`src/rtl/core/bmsc_pkg.sv`:
```
// ----------------------------------------------------------------------------
// bmsc_pkg
// Shared types and constants of the 2x2 square cover checker.
// ----------------------------------------------------------------------------
package bmsc_pkg;

  localparam int DIM_W  = 7;   // num_rows / num_cols register width
  localparam int POS_W  = 6;   // square_row / square_col width
  localparam int CNT_W  = 12;  // square_count width
  localparam int ADDR_W = 3;   // APB address width
  localparam int DATA_W = 32;  // APB data width

  localparam logic [DIM_W-1:0] DIM_RESET = 7'd8;

  // Register indexes, taken from paddr[2]
  localparam logic REG_NUM_ROWS = 1'b0;
  localparam logic REG_NUM_COLS = 1'b1;

  // Result queue
  localparam int QDEPTH = 4;
  localparam int QPTR_W = 2;

  typedef struct packed {
    logic pix;
    logic cov;
  } cell_t;

  typedef struct packed {
    logic             is_verdict;
    logic [POS_W-1:0] square_row;
    logic [POS_W-1:0] square_col;
    logic             feasible;
    logic [CNT_W-1:0] square_count;
    logic             last;
  } res_t;

  typedef struct packed {
    logic [1:0] push_cnt;
    res_t       first;
    res_t       second;
  } push_t;

endpackage

```
`src/rtl/core/binary_mask_square_cover_check.sv`:
```
// ----------------------------------------------------------------------------
// binary_mask_square_cover_check
// Streams a binary image in raster order and covers its set pixels with
// 2x2 squares, reporting each square placed and a final feasibility verdict.
// ----------------------------------------------------------------------------
//
//  channel  | direction | handshake             | payload
//  ---------+-----------+-----------------------+-------------------------------
//  pixel    | in        | pix_valid / pix_stall | pixel
//  result   | out       | res_valid / res_stall | is_verdict, square_row,
//           |           |                       | square_col, feasible,
//           |           |                       | square_count, last
//  config   | in / out  | APB (psel, penable)   | num_rows @0x0, num_cols @0x4
//
//  One pixel is accepted per cycle while pix_stall is low; its results enter
//  the output queue at the same edge and can leave on the next cycle. The line
//  buffer memory has one write port and one registered read, prefetched for the
//  next column. pix_stall rises only when the four-entry result queue has fewer
//  than two free slots, i.e. when the result side has been stalling.
//  Synchronous reset clears position, counters, flags and the queue; the
//  line buffer itself is never cleared (a row length count masks it).
// ----------------------------------------------------------------------------
module binary_mask_square_cover_check #(
  parameter int MAX_COLS = 64,
  parameter int MAX_ROWS = 64
) (
  input  logic                          clk,
  input  logic                          rst,
  // pixel input
  input  logic                          pix_valid,
  output logic                          pix_stall,
  input  logic                          pixel,
  // result output
  output logic                          res_valid,
  input  logic                          res_stall,
  output logic                          is_verdict,
  output logic [bmsc_pkg::POS_W-1:0]    square_row,
  output logic [bmsc_pkg::POS_W-1:0]    square_col,
  output logic                          feasible,
  output logic [bmsc_pkg::CNT_W-1:0]    square_count,
  output logic                          last,
  // configuration
  input  logic                          psel,
  input  logic                          penable,
  input  logic                          pwrite,
  input  logic [bmsc_pkg::ADDR_W-1:0]   paddr,
  input  logic [bmsc_pkg::DATA_W-1:0]   pwdata,
  output logic [bmsc_pkg::DATA_W-1:0]   prdata,
  output logic                          pready
);

  localparam int CW  = $clog2(MAX_COLS);
  localparam int RW  = $clog2(MAX_ROWS);
  localparam int CDW = (CW + 1 > bmsc_pkg::DIM_W) ? CW + 1 : bmsc_pkg::DIM_W;
  localparam int RDW = (RW + 1 > bmsc_pkg::DIM_W) ? RW + 1 : bmsc_pkg::DIM_W;

  // --------------------------------------------------------------------------
  // Configuration registers
  // --------------------------------------------------------------------------
  logic [bmsc_pkg::DIM_W-1:0] num_rows;
  logic [bmsc_pkg::DIM_W-1:0] num_cols;
  logic                       cfg_wr;

  assign pready = 1'b1;
  assign cfg_wr = psel && penable && pwrite && pready;

  always_ff @(posedge clk) begin
    if (rst) begin
      num_rows <= bmsc_pkg::DIM_RESET;
      num_cols <= bmsc_pkg::DIM_RESET;
    end else if (cfg_wr) begin
      unique case (paddr[2])
        bmsc_pkg::REG_NUM_ROWS: num_rows <= pwdata[bmsc_pkg::DIM_W-1:0];
        bmsc_pkg::REG_NUM_COLS: num_cols <= pwdata[bmsc_pkg::DIM_W-1:0];
        default: ;
      endcase
    end
  end

  always_comb begin
    unique case (paddr[2])
      bmsc_pkg::REG_NUM_ROWS: prdata = bmsc_pkg::DATA_W'(num_rows);
      bmsc_pkg::REG_NUM_COLS: prdata = bmsc_pkg::DATA_W'(num_cols);
      default:                prdata = '0;
    endcase
  end

  // Effective dimensions: zero acts as one, oversize clamps to the maximum
  logic [CDW-1:0] cols_ext;
  logic [CDW-1:0] cols_eff;
  logic [RDW-1:0] rows_ext;
  logic [RDW-1:0] rows_eff;

  assign cols_ext = CDW'(num_cols);
  assign rows_ext = RDW'(num_rows);
  assign cols_eff = (cols_ext == '0)                ? CDW'(1) :
                    (cols_ext > CDW'(MAX_COLS))     ? CDW'(MAX_COLS) : cols_ext;
  assign rows_eff = (rows_ext == '0)                ? RDW'(1) :
                    (rows_ext > RDW'(MAX_ROWS))     ? RDW'(MAX_ROWS) : rows_ext;

  // --------------------------------------------------------------------------
  // Stream state
  // --------------------------------------------------------------------------
  logic [RW-1:0]              row_pos;
  logic [CW-1:0]              col_pos;
  logic [CW:0]                prev_len;      // valid cells of the previous row
  logic [bmsc_pkg::CNT_W-1:0] placed_total;
  logic                       fail_seen;
  logic                       cur_pend;      // uncovered cell of this row, fatal if it is the last
  bmsc_pkg::cell_t            cur_last;      // current row, column c-1
  bmsc_pkg::cell_t            prev_last;     // previous row, column c-1
  logic                       tail_pend;     // last cell of a row not yet stored
  logic [CW-1:0]              tail_addr;
  bmsc_pkg::cell_t            tail_data;
  logic                       fwd_hit;
  bmsc_pkg::cell_t            fwd_data;

  logic accept;
  logic room;

  assign pix_stall = !room;
  assign accept    = pix_valid && !pix_stall;

  // --------------------------------------------------------------------------
  // Line buffer: holds the previous row and is overwritten in place by the
  // current row one column behind the read point.
  // --------------------------------------------------------------------------
  logic            lb_we;
  logic [CW-1:0]   lb_wa;
  bmsc_pkg::cell_t lb_wd;
  logic [CW-1:0]   lb_ra;
  bmsc_pkg::cell_t lb_rd;

  bmsc_line_buf #(
    .DEPTH (MAX_COLS),
    .AW    (CW)
  ) u_line_buf (
    .clk (clk),
    .we  (lb_we),
    .wa  (lb_wa),
    .wd  (lb_wd),
    .ra  (lb_ra),
    .rd  (lb_rd)
  );

  // --------------------------------------------------------------------------
  // Window evaluation for the pixel at (row_pos, col_pos)
  // --------------------------------------------------------------------------
  bmsc_pkg::cell_t prev_raw;
  bmsc_pkg::cell_t prev_cur;
  logic            prev_ok;
  logic            has_left;
  logic            place;
  bmsc_pkg::cell_t pl_u;
  bmsc_pkg::cell_t pc_u;
  bmsc_pkg::cell_t cl_u;
  bmsc_pkg::cell_t cc_u;
  logic            end_row;
  logic            end_img;
  logic            fail_step;
  logic            pend_step;
  logic            fail_img;
  logic [bmsc_pkg::CNT_W-1:0] total_step;

  assign prev_raw = fwd_hit ? fwd_data : lb_rd;
  // cells past the previous row's length read as zero
  assign prev_ok  = {1'b0, col_pos} < prev_len;
  assign prev_cur = '{pix: prev_raw.pix & prev_ok, cov: prev_raw.cov & prev_ok};
  assign has_left = (col_pos != '0);

  // the current cell is always fresh, so a full window always places
  assign place = has_left && prev_last.pix && prev_cur.pix && cur_last.pix && pixel;

  assign pl_u = '{pix: prev_last.pix, cov: prev_last.cov | place};
  assign pc_u = '{pix: prev_cur.pix,  cov: prev_cur.cov  | place};
  assign cl_u = '{pix: cur_last.pix,  cov: cur_last.cov  | place};
  assign cc_u = '{pix: pixel,         cov: place};

  assign end_row = (CDW'(col_pos) + CDW'(1)) >= cols_eff;
  assign end_img = end_row && ((RDW'(row_pos) + RDW'(1)) >= rows_eff);

  // a previous-row cell is final once the window to its right is done
  assign fail_step = fail_seen
                   | (has_left & pl_u.pix & ~pl_u.cov)
                   | (end_row  & pc_u.pix & ~pc_u.cov);
  // current-row cells only count if this row turns out to be the last
  assign pend_step = cur_pend | (has_left & cl_u.pix & ~cl_u.cov);
  assign fail_img  = fail_step | pend_step | (cc_u.pix & ~cc_u.cov);

  assign total_step = placed_total + bmsc_pkg::CNT_W'(place);

  // --------------------------------------------------------------------------
  // Next position, line buffer write and read prefetch
  // --------------------------------------------------------------------------
  logic [CW-1:0]   col_next;
  logic            tail_pend_next;
  logic [CW-1:0]   tail_addr_next;
  bmsc_pkg::cell_t tail_data_next;

  always_comb begin
    col_next       = col_pos;
    tail_pend_next = tail_pend;
    tail_addr_next = tail_addr;
    tail_data_next = tail_data;
    if (accept) begin
      if (end_row) begin
        col_next = '0;
      end else begin
        col_next = CW'({1'b0, col_pos} + (CW + 1)'(1));
      end
      // a pending tail is written now; a row end that is not the image end
      // leaves its own last cell behind
      tail_pend_next = end_row && !end_img;
      tail_addr_next = col_pos;
      tail_data_next = cc_u;
    end
  end

  // pending tail only exists at column zero, where no left cell is stored
  assign lb_we = accept && (tail_pend || has_left);
  assign lb_wa = tail_pend ? tail_addr : CW'({1'b0, col_pos} - (CW + 1)'(1));
  assign lb_wd = tail_pend ? tail_data : cl_u;
  assign lb_ra = col_next;

  always_ff @(posedge clk) begin
    // forward whatever the memory does not yet hold at the prefetch address
    fwd_hit  <= (tail_pend_next && (tail_addr_next == col_next))
             || (lb_we && (lb_wa == col_next));
    fwd_data <= (tail_pend_next && (tail_addr_next == col_next)) ? tail_data_next
                                                                 : lb_wd;
    tail_addr <= tail_addr_next;
    tail_data <= tail_data_next;
    if (accept) begin
      cur_last  <= cc_u;
      prev_last <= pc_u;
    end
  end

  always_ff @(posedge clk) begin
    if (rst) begin
      row_pos      <= '0;
      col_pos      <= '0;
      prev_len     <= '0;
      placed_total <= '0;
      fail_seen    <= 1'b0;
      cur_pend     <= 1'b0;
      tail_pend    <= 1'b0;
    end else begin
      tail_pend <= tail_pend_next;
      col_pos   <= col_next;
      if (accept) begin
        if (end_img) begin
          // drop the image and start over
          row_pos      <= '0;
          prev_len     <= '0;
          placed_total <= '0;
          fail_seen    <= 1'b0;
          cur_pend     <= 1'b0;
        end else if (end_row) begin
          row_pos      <= RW'({1'b0, row_pos} + (RW + 1)'(1));
          prev_len     <= {1'b0, col_pos} + (CW + 1)'(1);
          placed_total <= total_step;
          fail_seen    <= fail_step;
          cur_pend     <= 1'b0;
        end else begin
          placed_total <= total_step;
          fail_seen    <= fail_step;
          cur_pend     <= pend_step;
        end
      end
    end
  end

  // --------------------------------------------------------------------------
  // Results: square first, then the verdict on the last pixel
  // --------------------------------------------------------------------------
  bmsc_pkg::res_t  sq_res;
  bmsc_pkg::res_t  vd_res;
  bmsc_pkg::push_t push;
  bmsc_pkg::res_t  head;
  logic            head_valid;

  always_comb begin
    sq_res              = '0;
    sq_res.square_row   = bmsc_pkg::POS_W'(row_pos);
    sq_res.square_col   = bmsc_pkg::POS_W'(col_pos);

    vd_res              = '0;
    vd_res.is_verdict   = 1'b1;
    vd_res.feasible     = ~fail_img;
    vd_res.square_count = total_step;
    vd_res.last         = 1'b1;

    push.first    = place ? sq_res : vd_res;
    push.second   = vd_res;
    push.push_cnt = accept ? (2'(place) + 2'(end_img)) : 2'd0;
  end

  bmsc_res_fifo u_res_fifo (
    .clk        (clk),
    .rst        (rst),
    .push       (push),
    .pop        (!res_stall),
    .room       (room),
    .head_valid (head_valid),
    .head       (head)
  );

  assign res_valid    = head_valid;
  assign is_verdict   = head.is_verdict;
  assign square_row   = head.square_row;
  assign square_col   = head.square_col;
  assign feasible     = head.feasible;
  assign square_count = head.square_count;
  assign last         = head.last;

endmodule

```
`src/rtl/core/bmsc_line_buf.sv`:
```
// ----------------------------------------------------------------------------
// bmsc_line_buf
// Line buffer of pixel / covered cells, one write port, registered read.
// ----------------------------------------------------------------------------
module bmsc_line_buf #(
  parameter int DEPTH = 64,
  parameter int AW    = 6
) (
  input  logic            clk,
  input  logic            we,
  input  logic [AW-1:0]   wa,
  input  bmsc_pkg::cell_t wd,
  input  logic [AW-1:0]   ra,
  output bmsc_pkg::cell_t rd
);

  bmsc_pkg::cell_t mem [DEPTH];

  always_ff @(posedge clk) begin
    if (we) begin
      mem[wa] <= wd;
    end
  end

  // read before write: the caller forwards same-address writes
  always_ff @(posedge clk) begin
    rd <= mem[ra];
  end

endmodule

```
`src/rtl/core/bmsc_res_fifo.sv`:
```
// ----------------------------------------------------------------------------
// bmsc_res_fifo
// Small result queue: takes up to two items a cycle, hands out one.
// ----------------------------------------------------------------------------
module bmsc_res_fifo (
  input  logic                clk,
  input  logic                rst,
  input  bmsc_pkg::push_t     push,
  input  logic                pop,
  output logic                room,
  output logic                head_valid,
  output bmsc_pkg::res_t      head
);

  bmsc_pkg::res_t                ent [bmsc_pkg::QDEPTH];
  logic [bmsc_pkg::QPTR_W-1:0]   wr_ptr;
  logic [bmsc_pkg::QPTR_W-1:0]   rd_ptr;
  logic [bmsc_pkg::QPTR_W:0]     count;
  logic                          pop_ok;

  assign pop_ok     = pop && (count != '0);
  assign head_valid = (count != '0);
  assign head       = ent[rd_ptr];
  // keep space for the two items one input can produce
  assign room       = count <= (bmsc_pkg::QPTR_W + 1)'(bmsc_pkg::QDEPTH - 2);

  always_ff @(posedge clk) begin
    if (push.push_cnt != 2'd0) begin
      ent[wr_ptr] <= push.first;
    end
    if (push.push_cnt == 2'd2) begin
      ent[wr_ptr + 1'b1] <= push.second;
    end
  end

  always_ff @(posedge clk) begin
    if (rst) begin
      wr_ptr <= '0;
      rd_ptr <= '0;
      count  <= '0;
    end else begin
      wr_ptr <= wr_ptr + bmsc_pkg::QPTR_W'(push.push_cnt);
      if (pop_ok) begin
        rd_ptr <= rd_ptr + 1'b1;
      end
      count <= count + (bmsc_pkg::QPTR_W + 1)'(push.push_cnt)
                     - (bmsc_pkg::QPTR_W + 1)'(pop_ok);
    end
  end

endmodule
```
`config.mk`:
```
export PLATFORM = sky130hd
export DESIGN_NAME = binary_mask_square_cover_check
export DESIGN_NICKNAME = d
export VERILOG_FILES = /design/src/rtl/core/bmsc_pkg.sv /design/src/rtl/core/binary_mask_square_cover_check.sv /design/src/rtl/core/bmsc_line_buf.sv /design/src/rtl/core/bmsc_res_fifo.sv
export SDC_FILE = /design/constraint.sdc
export NUM_CORES = 1
export LEC_CHECK = 0
export BUFFER_PORTS_ARGS = -buffer_cell sky130_fd_sc_hd__buf_2
export CAP_MARGIN = 20
export CELL_PAD_IN_SITES_DETAIL_PLACEMENT = 1
export CELL_PAD_IN_SITES_GLOBAL_PLACEMENT = 1
export CORE_ASPECT_RATIO = 0.75
export CORE_MARGIN = 1.5
export CORE_UTILIZATION = 48
export CTS_BUF_LIST = sky130_fd_sc_hd__clkbuf_8 sky130_fd_sc_hd__clkbuf_16
export CTS_CLUSTER_SIZE = 25
export DETAILED_ROUTE_END_ITERATION = 8
export GPL_TIMING_DRIVEN = 1
export MAX_ROUTING_LAYER = met4
export PLACE_DENSITY = 0.79
export REMOVE_ABC_BUFFERS = 1
export SLEW_MARGIN = 10
export SYNTH_ARGS = -nofsm -noshare
export SYNTH_HDL_FRONTEND = slang
export SYNTH_SLANG_ARGS = --single-unit
```
`constraint.sdc`:
```
create_clock -name clk -period 5.5 [get_ports clk]
set_input_delay 0.55 -clock clk [delete_from_list [all_inputs] [get_ports clk]]
set_output_delay 0.55 -clock clk [all_outputs]
set_load 0.005 [all_outputs]
```
==> impl_metrics.ini, run 1 <==
[detailed_routing]
wl_um = 41900
dr.first_iter.drc_count = 985
drtPass1Iterations = 5
via_count = 11000
wl_per_cell_um = 22.9
drtAntennaViolNets = 0
drcViolationCount = 0
via_per_inst = 6.02

[floorplanning]
fp.dieH_um = 154
dieArea_um2 = 31500
core_um2 = 30100
rows = 55
num_io_pins = 105
die-width_um = 204
start_util_pct = 48.6

[cts]
clkLatencyLatePin_ns = 0.57
postCtsSetupBuffers = 0
h-tree-depth = 1
numCtsBuffers = 31
cts_resized = 0
cts_max_path_buffers = 3
cts_root_buf = clkbuf_16
cts_tree = yes
cts.sinks = 306
clk_pin_slew_ns = 0.06
holdBufCountCts = 0

[power]
power_frac_clock_pct = 37.4
p_sw_share_pct = 28.5
p_int_mw = 4.40
leakagePower_nw = 5.87
power_frac_comb_pct = 20.7
pwr-share-seq_pct = 41.8
power_switching_mw = 1.75
ir_drop_mv = 0.251
powerDensity_nw_per_um2 = 377
total_power_mw = 6.16

[timing]
max_freq_ghz = 0.203
final_hold_viol_count = 0
setup-violations-final = 0
rsz0062_at_grt = no
slew_violations = 0
fin_crit_sh_pct = 89.7
relSlewSlack_pct = 37.6
period_needed_ns = 4.93
fin_skew_ns = 0.0176
tightest_slew_ns = 0.912

[worst_hold_path]
min_path_cells = 2
min_path_type = primary input to register
hp-start = pwdata[3]
min_to = num_rows[3]

[job]
cap_violations = 0

[logic_synthesis]
synth_area_leaders = edfxtp_1 38%, dfxtp_1 17%, nor2_1 6.2%
synthFlopType = edfxtp_1
ys_seq_area_share_pct = 54.6
postSynthAreaPerCell_um2 = 10.6
synth.largest_area_cell = edfxtp_1
netlist_area_um2 = 14600
ys_ff_latch = 306
yosys_warnings = 0
synth_async_sr_flop_share_pct = 0
synth_edf_count = 184
syn_inst = 1377
synth.most_common_cell = nor2_1
ys_types = 68
synth_common_cells = 242 x nor2_1, 184 x edfxtp_1, 137 x nand2_1
synth_top_area_share_pct = 37.8

[setup_path]
path_class = register to register
critPathLaunchType = register
worstPathArrival_ns = 5.38
critPathMaxFanout = 19
critPathCaptureType = register
r2r_start = col_pos[2]
reg2regPathDepth = 14
cp.required_ns = 5.95
r2r_end = u_line_buf.rd[0]
regToRegSetupSlack_ns = 0.57

[layout]
instances_no_fill = 1833
fin_nets = 1484
n_antenna_cell = 0
syn2layout_area_growth_pct = 11.9
drive_gt1_share_pct = 14.0

[global_routing]
grt_pass1_vias = 11400
track_usage_pct = 27.6
grt_max_degree = 66
grt_pass1_wl_um = 65700
gr-total-overflow = 0
antenna_found_initial = 0

[placed_design]
portBuffers = 51
dp_cells = 1774
gp_congestion = 0.880
dp_hpwl_um = 28200

[run_status]
status = finished clean
## layer usage
layer / track usage (%) / wire (um)
met1: 40.5 / 19500
met5: - / 0
met3: 3.75 / 2850
met2: 40.9 / 18700
met4: 6.02 / 849
## critical path, stage by stage, from the launching register on
cell and delay [ns]:
dfxtp_1 0.81, nand3_1 0.35, nor2_1 0.21, xor2_1 0.33
ha_1 0.19, nand2_1 0.07, o21ai_0 0.40, a21o_1 0.48
a21oi_1 0.22, buf_4 0.27, nand2_1 0.42, a21oi_1 0.08
o31ai_1 0.48, a32oi_1 0.12, o32a_1 0.37
## registers in the layout (all words and copies together), names as in the netlist, 7 cells and up, named ones only
signal	count
placed_total	12
num_rows	7
u_res_fifo.ent	104
cols_ext	7
prev_len	7
u_line_buf.mem	128
## how the worst max path moves through the flow
stage                     from              endpoint  depth (start not counted)
floorplan           col_pos[0]  u_line_buf.mem[0][0]                          7
global placement    col_pos[2]      u_line_buf.rd[0]                         14
detailed placement  col_pos[2]      u_line_buf.rd[0]                         14
CTS                 col_pos[2]      u_line_buf.rd[0]                         14
global route        col_pos[2]      u_line_buf.rd[0]                         14
finish              col_pos[2]      u_line_buf.rd[0]                         14
## logic make-up (layout without fill, tap and decap cells)
logic type | Yosys count | after routing | synth area share (%)
adders and majority gates | 31 | 31 | 2.71
other | 2 | 26 | 0.0514
muxes | 90 | 90 | 8.89
buffers and inverters | 142 | 175 | 4.63
and+or+nand+nor | 502 | 502 | 14.6
AOI/OAI and AO/OA | 261 | 261 | 12.0
DFF | 306 | 306 | 54.6
xor gates and xnor gates | 43 | 43 | 2.58
## power groups by stage
stage	registers [mW]	clock network, mW	logic (mW)
finish	2.57	2.31	1.28
CTS	2.58	2.34	1.26
global placement	2.62	0	1.22
detailed placement	2.62	0	1.25
floorplan	2.66	0	0.746
global route	2.58	2.43	1.38
## cell type report
| type | instances | area [um^2] |
|---|---|---|
| Fill cell | 3223 | 13700 |
| Sequential cell | 306 | 7970 |
| Multi-Input combinational cell | 953 | 6070 |
| Clock buffer | 37 | 881 |
| Timing Repair Buffer | 91 | 579 |
| Tap cell | 399 | 499 |
| Clock inverter | 20 | 244 |
| Inverter | 27 | 101 |
## metrics by stage
stage | hold WS (ns) | utilization, % | setup TNS, ns | area [um^2] | setup slack (ns)
finish | 0.225 | 54.3 | 0 | 16300 | 0.566
floorplan | 0.430 | - | -7.89 | 14100 | -0.123
detailed placement | 0.455 | 50.5 | 0 | 15200 | 0.838
global route | 0.198 | 54.3 | 0 | 16300 | 0.320
CTS | 0.198 | 54.2 | 0 | 16300 | 0.750
global placement | 0.447 | 50.5 | 0 | 15200 | 0.955
## layout by cell type, fill, tap and decap left out, types with 26 or more instances in the layout
master     count
edfxtp_1     184
mux4_2        30
dfxtp_1      121
o21ai_0       33
inv_1         29
a211oi_1      27
buf_4         38
xnor2_1       27
nand3_1       34
buf_2         51
o22ai_1       43
conb_1        26
a21oi_1       54
nor2_1       242
clkbuf_16     33
ha_1          30
nor3_1        29
mux2i_1       42
nand2_1      136
No activity file was read; power rests on OpenSTA's default activity.
==> run 2, diff against run 1 <==
--- a/config.mk
+++ b/config.mk
@@ -16,7 +16,6 @@
 export CTS_CLUSTER_SIZE = 25
 export DETAILED_ROUTE_END_ITERATION = 8
 export GPL_TIMING_DRIVEN = 1
-export MAX_ROUTING_LAYER = met4
 export PLACE_DENSITY = 0.79
 export REMOVE_ABC_BUFFERS = 1
 export SLEW_MARGIN = 10
==> impl_metrics.ini, run 2 (synthesis results as in run 1) <==
[cts]
clkLatencyLatePin_ns = 0.57
cts_tree = yes
cts_max_path_buffers = 3
postCtsSetupBuffers = 0
clk_pin_slew_ns = 0.07
cts.sinks = 306
cts_resized = 0
cts_root_buf = clkbuf_16
holdBufCountCts = 0
numCtsBuffers = 31
h-tree-depth = 1

[power]
powerDensity_nw_per_um2 = 377
pwr-share-seq_pct = 41.8
power_switching_mw = 1.76
power_frac_comb_pct = 20.8
p_int_mw = 4.40
power_frac_clock_pct = 37.5
p_sw_share_pct = 28.5
leakagePower_nw = 5.87
ir_drop_mv = 0.250

[timing]
period_needed_ns = 4.95
fin_crit_sh_pct = 90.0
setup-violations-final = 0
rsz0062_at_grt = no
layout_setup_ws_ns = 0.547
tightest_slew_ns = 0.966
final_hold_viol_count = 0
whs_ns = 0.214
max_freq_ghz = 0.202
slew_violations = 0
fin_skew_ns = 0.0186
final.setup.tns_ns = 0
relSlewSlack_pct = 35.3

[detailed_routing]
via_count = 11100
via_per_inst = 6.05
drcViolationCount = 0
dr.first_iter.drc_count = 1035
drtAntennaViolNets = 0
drtPass1Iterations = 5
wl_per_cell_um = 22.9
wl_um = 42000

[layout]
syn2layout_area_growth_pct = 11.9
final_common_cell = nor2_1
largest-register = u_line_buf.mem
postLayoutCoreUtil_pct = 54.3
final_cell_mix = 242 x nor2_1, 184 x edfxtp_1, 136 x nand2_1, 121 x dfxtp_1, 54 x a21oi_1
n_antenna_cell = 0
drive_gt1_share_pct = 14.0
largest_reg_flops = 128
fin_nets = 1484
biggestRegsByFlops = u_line_buf.mem (128), u_res_fifo.ent (104), placed_total (12)

[floorplanning]
dieArea_um2 = 31500
start_util_pct = 48.6
num_io_pins = 105
core_um2 = 30100
rows = 55
die-width_um = 204
fp.dieH_um = 154

[worst_hold_path]
min_path_type = primary input to register

[setup_path]
crit_chain = nand3_1 -> nor2_1 -> xor2_1 -> ha_1 -> nand2_1 -> o21ai_0 -> a21o_1 -> a21oi_1 -> buf_4 -> nand2_1 -> a21oi_1 -> o31ai_1 -> a32oi_1 -> o32a_1
critical_path_buf_inv_count = 1
worstPathArrival_ns = 5.40
path_class = register to register
crit_slowest_cell = dfxtp_1
critPathMaxFanout = 19
critPathLaunchType = register
cp_top_family = compound AO/OA/AOI/OAI gates
cp.required_ns = 5.95
critPathCaptureType = register
critPathMaxStageDelay_ns = 0.81

[global_routing]
grt_pass1_vias = 11400
antenna_found_initial = 0
grt_util_met2_pct = 41.0
track_usage_pct = 26.8
grtUsageMet1_pct = 40.3
grt_pass1_wl_um = 65700
grt_use_met3_pct = 3.73
gr-total-overflow = 0
grt_max_degree = 66
busiest_layer = met2

[job]
cap_violations = 0

[placed_design]
gp_congestion = 0.866
portBuffers = 51
dp_slack_ns = 0.838
dp_hpwl_um = 28200

[run_status]
status = finished clean
## run 2: routing by layer
layer	wire (um)	part of all wire, %	vias to the layer above
met5	0	0	-
met4	851	2.0	0
met3	2620	6.2	55
met2	18900	45	372
met1	19600	47	5658
li1	-	-	5008
## run 2: power groups by stage
stage / sequential [mW] / clock (mW) / combinational, mW
2_1_floorplan: 2.66 / 0 / 0.746
3_3_place_gp: 2.62 / 0 / 1.22
3_5_place_dp: 2.62 / 0 / 1.25
4_1_cts: 2.58 / 2.34 / 1.26
5_1_grt: 2.58 / 2.43 / 1.38
6_report: 2.57 / 2.31 / 1.28
## run 2: final timing paths
check	start	to	slack (ns)	depth (start not counted)
worst max-delay path	col_pos[2]	u_line_buf.rd[0]	0.55	14
worst min-delay path	pwdata[3]	num_rows[3]	0.21	2
worst max register to register	col_pos[2]	u_line_buf.rd[0]	0.55	14
worst min register to register	tail_data[1]	tail_data[1]	0.47	2
## run 2: area by class of cell
cell class | instances | area, um^2
Timing Repair Buffer | 91 | 579
Multi-Input combinational cell | 953 | 6070
Clock buffer | 37 | 881
Inverter | 27 | 101
Sequential cell | 306 | 7970
Fill cell | 3223 | 13700
Tap cell | 399 | 499
Clock inverter | 20 | 244
## run 2: through the flow
stage          total power [mW]  instance area [um^2]  cells
6_report                   6.16                 16300   1833
3_3_place_gp               3.84                 15200   1774
4_1_cts                    6.17                 16300   1831
2_1_floorplan              3.41                 14100   1286
5_1_grt                    6.39                 16300   1833
3_5_place_dp               3.88                 15200   1774
